$ cat src/uampq_pkg.sv
package uampq_pkg;

	localparam int DEPTH_DEFAULT = 16;
	localparam int VALUE_W       = 32;
	localparam int PRIO_W        = 16;
	localparam int STATUS_W      = 2;
	localparam int COUNT_OUT_W   = 5;
	localparam int ENTRY_W       = VALUE_W + PRIO_W;

	localparam logic ACT_ENQ = 1'b0;
	localparam logic ACT_DEQ = 1'b1;

	typedef enum logic [STATUS_W-1:0] {
		STATUS_OK    = 2'd0,
		STATUS_EMPTY = 2'd1,
		STATUS_FULL  = 2'd2
	} status_t;

	typedef enum logic [1:0] {
		ST_IDLE,
		ST_SCAN,
		ST_WRITE,
		ST_FINISH
	} state_t;

	typedef struct packed {
		logic signed [VALUE_W-1:0] value;
		logic signed [PRIO_W-1:0]  prio;
	} entry_t;

endpackage

$ cat src/uampq_ram.sv
module uampq_ram #(
	parameter int WIDTH = 8,
	parameter int DEPTH = 16
) (
	input  logic                     clk,
	input  logic                     we,
	input  logic [$clog2(DEPTH)-1:0] waddr,
	input  logic [WIDTH-1:0]         wdata,
	input  logic                     re,
	input  logic [$clog2(DEPTH)-1:0] raddr,
	output logic [WIDTH-1:0]         rdata
);

	logic [WIDTH-1:0] mem [DEPTH];

	always_ff @(posedge clk) begin
		if (we) begin
			mem[waddr] <= wdata;
		end
		if (re) begin
			rdata <= mem[raddr];
		end
	end

endmodule

$ cat src/unsorted_array_min_priority_queue.sv
// Enqueue, or any failed operation: the item is accepted in the idle state and its result
// is loaded into the output register from the finish state, before the next item is taken.
// Dequeue: each stored entry is read once through the single read port of the entry RAM,
// then the last entry is written into the freed slot. A stalled output holds the finish state.
// A new item is accepted while the previous result still waits in the output register.
// Reset empties the queue (count cleared) at once; the entry RAM is not cleared.
module unsorted_array_min_priority_queue #(
	parameter int DEPTH = uampq_pkg::DEPTH_DEFAULT
) (
	input  logic                                    clk,
	input  logic                                    arst_n,
	input  logic                                    in_valid,
	output logic                                    in_ready,
	input  logic                                    action,
	input  logic signed [uampq_pkg::VALUE_W-1:0]    item_value,
	input  logic signed [uampq_pkg::PRIO_W-1:0]     item_priority,
	output logic                                    out_valid,
	input  logic                                    out_ready,
	output logic signed [uampq_pkg::VALUE_W-1:0]    out_value,
	output logic [uampq_pkg::STATUS_W-1:0]          status,
	output logic [uampq_pkg::COUNT_OUT_W-1:0]       entry_count,
	output logic                                    is_empty,
	output logic                                    is_full
);

	import uampq_pkg::*;

	localparam int AW = $clog2(DEPTH);
	localparam int CW = $clog2(DEPTH + 1);
	localparam logic [CW-1:0] DEPTH_CW = CW'(DEPTH);

	state_t state_q, state_d;
	logic [CW-1:0] count_q;
	logic [CW-1:0] issue_q;
	logic          rd_vld_s1;
	logic [AW-1:0] rd_idx_s1;

	logic [AW-1:0]             best_idx_q;
	logic signed [PRIO_W-1:0]  best_prio_q;
	logic signed [VALUE_W-1:0] best_value_q;
	entry_t                    last_q;
	logic signed [VALUE_W-1:0] res_value_q;
	status_t                   res_status_q;

	logic                      out_valid_q;
	logic signed [VALUE_W-1:0] out_value_q;
	status_t                   out_status_q;
	logic [COUNT_OUT_W-1:0]    out_count_q;
	logic                      out_empty_q;
	logic                      out_full_q;

	logic          in_fire;
	logic          out_free;
	logic          mem_we;
	logic [AW-1:0] wr_addr;
	entry_t        wr_entry;
	logic          mem_re;
	logic [AW-1:0] rd_addr;
	logic [ENTRY_W-1:0] rd_data;
	entry_t        rd_entry;

	logic                      take_new;
	logic [AW-1:0]             best_idx_n;
	logic signed [PRIO_W-1:0]  best_prio_n;
	logic signed [VALUE_W-1:0] best_value_n;
	logic                      scan_last;
	logic                      issue_ok;
	logic                      deq_start;
	logic                      enq_ok;

	uampq_ram #(
		.WIDTH(ENTRY_W),
		.DEPTH(DEPTH)
	) u_ram (
		.clk  (clk),
		.we   (mem_we),
		.waddr(wr_addr),
		.wdata(wr_entry),
		.re   (mem_re),
		.raddr(rd_addr),
		.rdata(rd_data)
	);

	assign rd_entry  = entry_t'(rd_data);
	assign in_fire   = in_valid && in_ready;
	assign out_free  = !out_valid_q || out_ready;
	assign deq_start = in_fire && (action == ACT_DEQ) && (count_q != '0);
	assign enq_ok    = in_fire && (action == ACT_ENQ) && (count_q < DEPTH_CW);
	assign issue_ok  = (state_q == ST_SCAN) && (issue_q < count_q);

	// Running minimum; the first entry always seeds it, and a strict less-than
	// keeps the lowest index among equal priorities.
	assign take_new     = rd_vld_s1 && ((rd_idx_s1 == '0) || (rd_entry.prio < best_prio_q));
	assign best_idx_n   = take_new ? rd_idx_s1 : best_idx_q;
	assign best_prio_n  = take_new ? rd_entry.prio : best_prio_q;
	assign best_value_n = take_new ? rd_entry.value : best_value_q;
	assign scan_last    = rd_vld_s1 && (CW'(rd_idx_s1) == count_q - CW'(1));

	always_comb begin
		state_d = state_q;
		case (state_q)
			ST_IDLE: begin
				if (in_fire) begin
					state_d = deq_start ? ST_SCAN : ST_FINISH;
				end
			end
			ST_SCAN: begin
				if (scan_last) begin
					state_d = ST_WRITE;
				end
			end
			ST_WRITE: begin
				state_d = ST_FINISH;
			end
			ST_FINISH: begin
				if (out_free) begin
					state_d = ST_IDLE;
				end
			end
			default: begin
				state_d = ST_IDLE;
			end
		endcase
	end

	// Reads happen only as a dequeue starts and during the scan, and writes only in
	// other cycles, so the sequencing itself keeps a read from meeting a write to the same entry.
	always_comb begin
		in_ready = 1'b0;
		mem_we   = 1'b0;
		wr_addr  = count_q[AW-1:0];
		wr_entry = '{value: item_value, prio: item_priority};
		mem_re   = 1'b0;
		rd_addr  = issue_q[AW-1:0];
		case (state_q)
			ST_IDLE: begin
				in_ready = 1'b1;
				mem_we   = enq_ok;
				mem_re   = deq_start;
				rd_addr  = '0;
			end
			ST_SCAN: begin
				mem_re = issue_ok;
			end
			ST_WRITE: begin
				mem_we   = 1'b1;
				wr_addr  = best_idx_q;
				wr_entry = last_q;
			end
			ST_FINISH: begin
			end
			default: begin
			end
		endcase
	end

	always_ff @(posedge clk or negedge arst_n) begin
		if (!arst_n) begin
			state_q     <= ST_IDLE;
			count_q     <= '0;
			rd_vld_s1   <= 1'b0;
			out_valid_q <= 1'b0;
		end else begin
			state_q   <= state_d;
			rd_vld_s1 <= mem_re;
			if (enq_ok) begin
				count_q <= count_q + CW'(1);
			end else if (state_q == ST_WRITE) begin
				count_q <= count_q - CW'(1);
			end
			if (state_q == ST_FINISH && out_free) begin
				out_valid_q <= 1'b1;
			end else if (out_ready) begin
				out_valid_q <= 1'b0;
			end
		end
	end

	always_ff @(posedge clk) begin
		rd_idx_s1 <= rd_addr;
		if (state_q == ST_IDLE) begin
			issue_q <= CW'(1);
		end else if (issue_ok) begin
			issue_q <= issue_q + CW'(1);
		end
		if (rd_vld_s1) begin
			best_idx_q   <= best_idx_n;
			best_prio_q  <= best_prio_n;
			best_value_q <= best_value_n;
		end
		if (scan_last) begin
			res_value_q <= best_value_n;
			last_q      <= rd_entry;
		end
		if (in_fire) begin
			res_value_q <= '0;
			if (action == ACT_ENQ && !enq_ok) begin
				res_status_q <= STATUS_FULL;
			end else if (action == ACT_DEQ && !deq_start) begin
				res_status_q <= STATUS_EMPTY;
			end else begin
				res_status_q <= STATUS_OK;
			end
		end
		if (state_q == ST_FINISH && out_free) begin
			out_value_q  <= res_value_q;
			out_status_q <= res_status_q;
			out_count_q  <= COUNT_OUT_W'(count_q);
			out_empty_q  <= (count_q == '0);
			out_full_q   <= (count_q == DEPTH_CW);
		end
	end

	assign out_valid   = out_valid_q;
	assign out_value   = out_value_q;
	assign status      = out_status_q;
	assign entry_count = out_count_q;
	assign is_empty    = out_empty_q;
	assign is_full     = out_full_q;

	a_count_bound: assert property (@(posedge clk) disable iff (!arst_n)
		count_q <= DEPTH_CW)
		else $error("entry count exceeds capacity");

	a_count_step: assert property (@(posedge clk) disable iff (!arst_n)
		(count_q != $past(count_q)) |->
		((count_q == $past(count_q) + CW'(1)) || (count_q == $past(count_q) - CW'(1))))
		else $error("entry count moved by more than one");

	a_no_write_in_scan: assert property (@(posedge clk) disable iff (!arst_n)
		(state_q == ST_SCAN) |-> !mem_we)
		else $error("entry RAM written during a scan");

	a_best_in_range: assert property (@(posedge clk) disable iff (!arst_n)
		(state_q == ST_WRITE) |-> (CW'(best_idx_q) < count_q))
		else $error("selected entry lies beyond the stored entries");

	a_result_from_finish: assert property (@(posedge clk) disable iff (!arst_n)
		$rose(out_valid_q) |-> $past(state_q == ST_FINISH))
		else $error("result presented without a finished operation");

endmodule
$ cat config.mk
export PLATFORM = sky130hd
export DESIGN_NAME = unsorted_array_min_priority_queue
export DESIGN_NICKNAME = d
export VERILOG_FILES = /design/src/uampq_pkg.sv /design/src/uampq_ram.sv /design/src/unsorted_array_min_priority_queue.sv
export SDC_FILE = /design/constraint.sdc
export NUM_CORES = 1
export LEC_CHECK = 0
export ABC_AREA = 1
export BUFFER_PORTS_ARGS = -buffer_cell sky130_fd_sc_hd__clkbuf_2
export CAP_MARGIN = 5
export CELL_PAD_IN_SITES_DETAIL_PLACEMENT = 1
export CELL_PAD_IN_SITES_GLOBAL_PLACEMENT = 2
export CORE_ASPECT_RATIO = 1.75
export CORE_MARGIN = 2
export CORE_UTILIZATION = 42
export CTS_BUF_LIST = sky130_fd_sc_hd__clkbuf_8
export DETAILED_ROUTE_END_ITERATION = 7
export PLACE_DENSITY_LB_ADDON = 0.05
export SYNTH_ARGS = -nofsm -noshare
export SYNTH_HDL_FRONTEND = slang
export SYNTH_SLANG_ARGS = --single-unit
$ cat constraint.sdc
create_clock -name clk -period 4 [get_ports clk]
set_input_delay 0.2 -clock clk [delete_from_list [all_inputs] [get_ports clk]]
set_output_delay 0.2 -clock clk [all_outputs]
set_load 0.01 [all_outputs]
# Yosys cells after proc, flatten, opt, wreduce, memory -nomap -nowiden
# Memory sizes are Yosys's and may differ from the RTL's. A register that Yosys moved wholly into a read port is not among the register bits.
# Index checks and enable logic that the tools add are counted.
[totals]
register_bits = 193
ramBits = 768
input_bits = 53
output_inout_bits = 43
word_cells = 77
n_memories = 1
[mem_list]
columns = ["name", "depth", "width", "read_ports", "rd_ports_with_merged_regs", "write_ports", "line", "text"]
rows = [
  ["u_ram.mem", 16, 48, 1, 1, 1, "uampq_ram.sv:14", "logic [WIDTH-1:0] mem [DEPTH];"],
]
[classes]
n_addsub = 3
n_lt_le_gt_ge = 3
n_eq_ne = 8
mux = 19
bitwise = 1
reduce_logical = 24
[op_table]
columns = ["operator", "n"]
rows = [
  ["$mux 48", 1],
  ["$mux 32", 1],
  ["$lt 16x16->1", 1],
  ["$logic_and 1x1->1", 11],
  ["$add 5x1->5 const B", 2],
  ["$mux 5", 2],
  ["$mux 2", 4],
  ["$mux 4", 2],
  ["$pmux 2 s4", 1],
  ["$mux 1", 6],
  ["$ne 2x2->1 const B", 3],
  ["$eq 4x5->1", 1],
  ["$eq 5x5->1 const B", 1],
  ["$logic_not 5->1", 1],
  ["$lt 5x5->1", 1],
  ["$lt 5x5->1 const B", 1],
  ["$reduce_bool 5->1", 1],
  ["$sub 5x1->5 const B", 1],
  ["$eq 2x2->1 const B", 2],
  ["$logic_not 4->1", 1],
  ["$pmux 1 s2", 2],
  ["$reduce_bool 2->1", 2],
  ["$logic_not 1->1", 3],
  ["$reduce_and 3->1", 1],
  ["5 further kinds", 6],
]

# Logic depth before layout (Yosys ltp)
[logic_depth]
depth_word = 8
depth_mapped = 19
ltp_nobuf = 18

# Modules after synthesis
# A second synthesis with hierarchy kept.
[hier_totals]
cells_unflattened = 3984
area_unflattened_um2 = 42739.7
[by_module_without_submodules]
columns = ["mod", "instances", "cells_each", "area_per_inst_um2", "seq_area_each_um2"]
rows = [
  ["uampq_ram", 1, 3165, 34469.3, 24503.5],
  ["unsorted_array_min_priority_queue", 1, 819, 8270.4, 5340.1],
]

# Worst setup path before layout
# Ideal clock, no wire load.
[synth_timing]
kind = "register -> register"
startpoint = "register state_q[0]"
endpoint = "memory u_ram.mem[0][0] (netlist bit), enable pin"
setup_ns = 0.454
arrival_ns = 3.770
required_ns = 3.546
path_slack_ns = -0.223
path_stages_with_launch = 10
path_buffers = 1
period_less_slack_ns = 4.223
cell_sequence = "dfrtp_1 > inv_1 > ha_1 > buf_4 > nand2_1 > nor3_2 > inv_1 > nand2_1 > nand3_1 > nor2_1"
[synth_via]
elab_chain_cells = 8
word_cells_on_any_way = 10
cone_classes = "eq/ne (1); mux (5); reduce/logical (4)"
[synth_lines]
columns = ["element", "line", "text"]
rows = [
  ["start, declared", "unsorted_array_min_priority_queue.sv:32", "state_t state_q, state_d;"],
  ["start signal, assigned", "unsorted_array_min_priority_queue.sv:164", "state_q <= state_d;"],
  ["$logic_not 2->1", "unsorted_array_min_priority_queue.sv:135", "case (state_q)"],
  ["$mux 1", "unsorted_array_min_priority_queue.sv:135", ""],
  ["named net in_ready", "unsorted_array_min_priority_queue.sv:13", "output logic in_ready,"],
  ["$logic_and 1x1->1", "unsorted_array_min_priority_queue.sv:85", "assign in_fire = in_valid && in_ready;"],
  ["$logic_and 1x1->1 (2 in a row)", "unsorted_array_min_priority_queue.sv:88", "assign enq_ok = in_fire && (action == ACT_ENQ) && (count_q < DEPTH_CW);"],
  ["$pmux 1 s2", "unsorted_array_min_priority_queue.sv:135", ""],
  ["$mux 1", "uampq_ram.sv:17", "if (we) begin"],
  ["$mux 1 (implied by the code)", "uampq_ram.sv:18", "mem[waddr] <= wdata;"],
  ["end, declared", "uampq_ram.sv:14", ""],
]
# The timed path passes the listed nets, and every way through them passes these cells.

# Final worst setup path
[layout_timing]
startpoint = "register state_q[0]"
endpoint = "register u_ram.rdata[21] (read register of u_ram.mem) (data pin)"
[layout_via]
elab_chain_cells = 6
word_cells_on_any_way = 9
cone_classes = "eq/ne (1); mux (3); reduce/logical (5)"
[layout_lines]
columns = ["element", "line", "text"]
rows = [
  ["$logic_not 2->1", "unsorted_array_min_priority_queue.sv:135", ""],
  ["$mux 1", "unsorted_array_min_priority_queue.sv:135", ""],
  ["$logic_and 1x1->1", "unsorted_array_min_priority_queue.sv:85", ""],
  ["$logic_and 1x1->1 (2 in a row)", "unsorted_array_min_priority_queue.sv:87", "assign deq_start = in_fire && (action == ACT_DEQ) && (count_q != '0);"],
  ["$pmux 1 s2", "unsorted_array_min_priority_queue.sv:135", ""],
  ["end, declared", "uampq_ram.sv:11", "output logic [WIDTH-1:0] rdata"],
]
# Several ways; a longest one is shown, not always the timed one.
# A chain may end at the register's enable or synchronous reset.

==> metrics.log <==
INFO  metric placement.io_buffers = 95
INFO  metric cts.sinks = 1009
INFO  metric synth_cell_type_count = 41
INFO  metric timing.reg2reg.worst_path_depth = 11
INFO  metric via_per_inst = 5.652
INFO  metric tritoncts = built
INFO  metric worst_path_max_delay_cell = sky130_fd_sc_hd__nor2_4
INFO  metric floorplan.core_area = 92770 µm²
INFO  metric clock-root-buffer = sky130_fd_sc_hd__clkbuf_8
INFO  metric least_margin_pin_slew = 1031 ps
INFO  metric synth.cell_area = 39280 µm²
INFO  metric synth.avg_cell_area = 13.43 µm²
INFO  metric cts.clk_slew.worst_paths = 70 ps
INFO  metric sequential_element_share_of_the_synthesized_area = 0.7597
INFO  metric ant_nets = 0
INFO  metric drc = 0
INFO  metric end_kind = flop
INFO  metric critPathLaunchType = flop
INFO  metric slew-limit-headroom = 0.3129
INFO  metric report.final.hold_viol_count = 0
INFO  metric synth.most_common_cell = sky130_fd_sc_hd__edfxtp_1
INFO  metric worstSkewPairLatency = 850 ps
INFO  metric power_leakage = 15.26 nW
INFO  metric worst_hold_slack = 61.56 ps
INFO  metric setup_ws = 869.2 ps
INFO  metric critPathMaxFanout = 44
INFO  metric place_congestion = 0.7675
INFO  metric layout_worst_path_cycle_share = 0.7827
INFO  metric fin_total_pwr = 0.03578 W
INFO  metric final-setup-viol-count = 0
INFO  metric yosys.area.top_type_share = 0.7331
INFO  metric yosysWarnings = 0
INFO  metric crit_required = 4590 ps
INFO  metric num-fill-cells = 9355
INFO  metric setup_total_negative_slack = 0 ps
INFO  metric outcome = complete, no violations
INFO  metric holdCritPathClass = in2reg
INFO  metric place.detailed.hpwl = 62390 µm
INFO  metric starting_density = 0.4234
INFO  metric netlist_top_cells_count = sky130_fd_sc_hd__edfxtp_1 (959), sky130_fd_sc_hd__nor2_1 (442), sky130_fd_sc_hd__o21ai_0 (375), sky130_fd_sc_hd__nand2_1 (329), sky130_fd_sc_hd__clkbuf_1 (144)
INFO  metric cts_hold_buffers = 10
INFO  metric layout.core_utilization = 0.4804
INFO  metric maximum_number_of_pins_on_one_net_before_global_route_repair = 165
INFO  metric ctsResizeCount = 0
INFO  metric numnets_final = 3149
INFO  metric antenna_violations_before_repair = 2
INFO  metric design.die.area = 96090 µm²
INFO  metric rsz0062_at_grt = no
INFO  metric crit_top_cell = sky130_fd_sc_hd__buf_4
INFO  metric synth.top_cells.by_area = sky130_fd_sc_hd__edfxtp_1 (73%), sky130_fd_sc_hd__o21ai_0 (4.8%), sky130_fd_sc_hd__nor2_1 (4.2%), sky130_fd_sc_hd__nand2_1 (3.1%), sky130_fd_sc_hd__o221ai_1 (2.6%)
INFO  metric postSynth.topFlopCell = sky130_fd_sc_hd__edfxtp_1
INFO  metric grt_pass1_wl = 173600 µm
INFO  metric final.min_clock_period = 3131 ps
INFO  metric yosys_register_bits = 1009
INFO  metric fin_worst_skew = 33.70 ps
INFO  metric irDropWorstVdd = 547.6 µV
INFO  metric layout-area-overhead-vs-synth = 13.45%
INFO  metric power_density = 802.7 nW/µm²
INFO  metric placementRows = 148
INFO  metric crit_path_cell_count = 11
INFO  metric worst_ep_arrival_time = 3720 ps
INFO  metric ios = 96
INFO  metric detail_route.first_pass.iterations = 5
INFO  metric drv.max_cap_violation_count = 0
INFO  metric slew_violations = 0
INFO  metric drt-wirelength-per-cell = 26.22 µm
INFO  metric syn_inst = 2926
INFO  metric cp_num_buf_inv = 5
INFO  metric achievable-frequency = 319.4 MHz
INFO  metric worst_hold_path.num_cells = 3
INFO  metric critical_path.max_stage_delay = 420 ps
INFO  metric fp.dieW = 235.2 µm
INFO  metric synthDominantAreaCellType = sky130_fd_sc_hd__edfxtp_1
INFO  metric synth-async-reset-ratio = 0.008920
INFO  metric ctsHtreeMaxLevel = 4
INFO  metric die_boundary_height = 408.6 µm
INFO  metric detailedRoute.firstIterationViolations = 1978
INFO  metric criticalPathCategory = reg2reg
INFO  metric first_global_vias = 26970
INFO  metric grt_util_all_layers = 0.2423
INFO  metric synth_fp_nets = 3005
INFO  metric cts-buffers-inserted = 152
INFO  metric globalRouteOverflowTotal = 0
INFO  metric crit_family = buffers and inverters
INFO  metric post-cts-setup-buffers = 0
INFO  metric max-clock-path-buffers = 3
INFO  metric pre_cts_ws = 745.8 ps
INFO  metric vias = 24840
INFO  metric drt_wl_total = 115200 µm
INFO  metric edff_count_synth = 959
INFO  metric drive_gt1_frac = 0.1396
INFO  metric crit_path_cell_trace = inv_1 -> ha_1 -> buf_4 -> nor2_4 -> inv_4 -> buf_12 -> buf_4 -> o21ai_0 -> o221ai_1 -> nand3_1 -> nand2_1
==> per-stage QoR <==
stage	instance area, µm²	std cells
finish	44570	4395
global route	44570	4395
global placement	41610	4106
detailed placement	41610	4106
floorplan	39280	2926
CTS	44570	4394
==> kinds of logic after synthesis <==
| logic type | Yosys count | share of synthesized area |
|---|---|---|
| AOI/OAI and AO/OA | 695 | 0.1076 |
| xor gates and xnor gates | 6 | 0.001529 |
| adders and majority gates | 26 | 0.008281 |
| buffers and inverters | 274 | 0.02863 |
| DFF | 1009 | 0.7597 |
| and+or+nand+nor | 916 | 0.09431 |
==> metal layers <==
metal,share of wire,up-vias,global-route usage
met5,0,-,0
met4,0.025,0,0.07508
met3,0.045,210,0.04389
met2,0.52,621,0.4315
met1,0.41,12860,0.2978
li1,-,11150,-
==> state kept, by name (all words and copies together), names as in the netlist, 2 cells and up <==
| register | flops |
|---|---|
| state_q | 2 |
| best_prio_q | 16 |
| res_value_q | 32 |
| rd_idx_s1 | 4 |
| u_ram.rdata | 48 |
| entry_count | 5 |
| u_ram.mem | 768 |
| status | 2 |
| issue_q | 5 |
| res_status_q | 2 |
| last_q | 48 |
| best_value_q | 32 |
| out_value | 32 |
| best_idx_q | 4 |
| count_q | 5 |
==> power by group <==
group	internal (W)	total, W	switching [W]
logic	0.00285	0.0118	0.00899
registers	0.0150	0.0158	0.000753
clock network	0.00406	0.00815	0.00409
==> final timing paths <==
kind	start	end	slack (ps)
setup / recovery	state_q[0]$_DFFE_PN0P_	u_ram.rdata[21]$_DFFE_PP_	870
hold / removal	item_value[6]	u_ram.mem[10][22]$_DFFE_PP_	60
setup reg to reg	state_q[0]$_DFFE_PN0P_	u_ram.rdata[21]$_DFFE_PP_	870
hold reg to reg	res_value_q[3]$_SDFFE_PP0P_	out_value[3]$_DFFE_PP_	430
max in group asynchronous	arst_n	rd_vld_s1$_DFF_PN0_	3220
min in group asynchronous	arst_n	state_q[0]$_DFFE_PN0P_	420
==> cell usage in the layout (no fill, tap or decap), types with 8 or more instances in the layout <==
cell type                       netlist  layout
sky130_fd_sc_hd__buf_4                6      39
sky130_fd_sc_hd__nor2_1             442     423
sky130_fd_sc_hd__dfxtp_1             41      41
sky130_fd_sc_hd__dfrtp_1              9       8
sky130_fd_sc_hd__buf_12               2      34
sky130_fd_sc_hd__nand3_1             94      94
sky130_fd_sc_hd__o22ai_1             78      78
sky130_fd_sc_hd__clkbuf_2             0      95
sky130_fd_sc_hd__clkinv_2             1      23
sky130_fd_sc_hd__nand2_1            329     328
sky130_fd_sc_hd__dlygate4sd3_1        0      10
sky130_fd_sc_hd__edfxtp_1           959     959
sky130_fd_sc_hd__a21oi_1             17      17
sky130_fd_sc_hd__inv_1               77     117
sky130_fd_sc_hd__nor2_4               1      21
sky130_fd_sc_hd__ha_1                26      25
sky130_fd_sc_hd__nor2_2              36      35
sky130_fd_sc_hd__o21ai_0            375     375
sky130_fd_sc_hd__o211ai_1            78      78
sky130_fd_sc_hd__o21ai_1             23      23
sky130_fd_sc_hd__clkbuf_8             0     168
sky130_fd_sc_hd__o221ai_1           115     115
sky130_fd_sc_hd__clkinv_1             3      39
==> worst register-to-register path: cells and delay by family, from the launching register on <==
| family | cells | cell delay [ps] |
|---|---|---|
| AO/OA/AOI/OAI | 2 | 460 |
| flip-flops | 1 | 400 |
| buffers and inverters | 5 | 1150 |
| AND/OR/NAND/NOR | 3 | 660 |
| adder cells (fa/ha/maj) | 1 | 230 |
==> layout make-up <==
class | count | area (µm²) | area share
repair buffers | 178 | 1549 | 0.03476
multi-input cells | 1643 | 8473 | 0.1901
diodes | 1 | 2.502 | 0.00005615
flip-flops and latches | 1009 | 29840 | 0.6697
well taps | 1200 | 1501 | 0.03369
clock inverters | 110 | 546.8 | 0.01227
inverters | 86 | 337.8 | 0.007580
clock buffers | 168 | 2312 | 0.05188
Power figures use the tool's default switching activity.
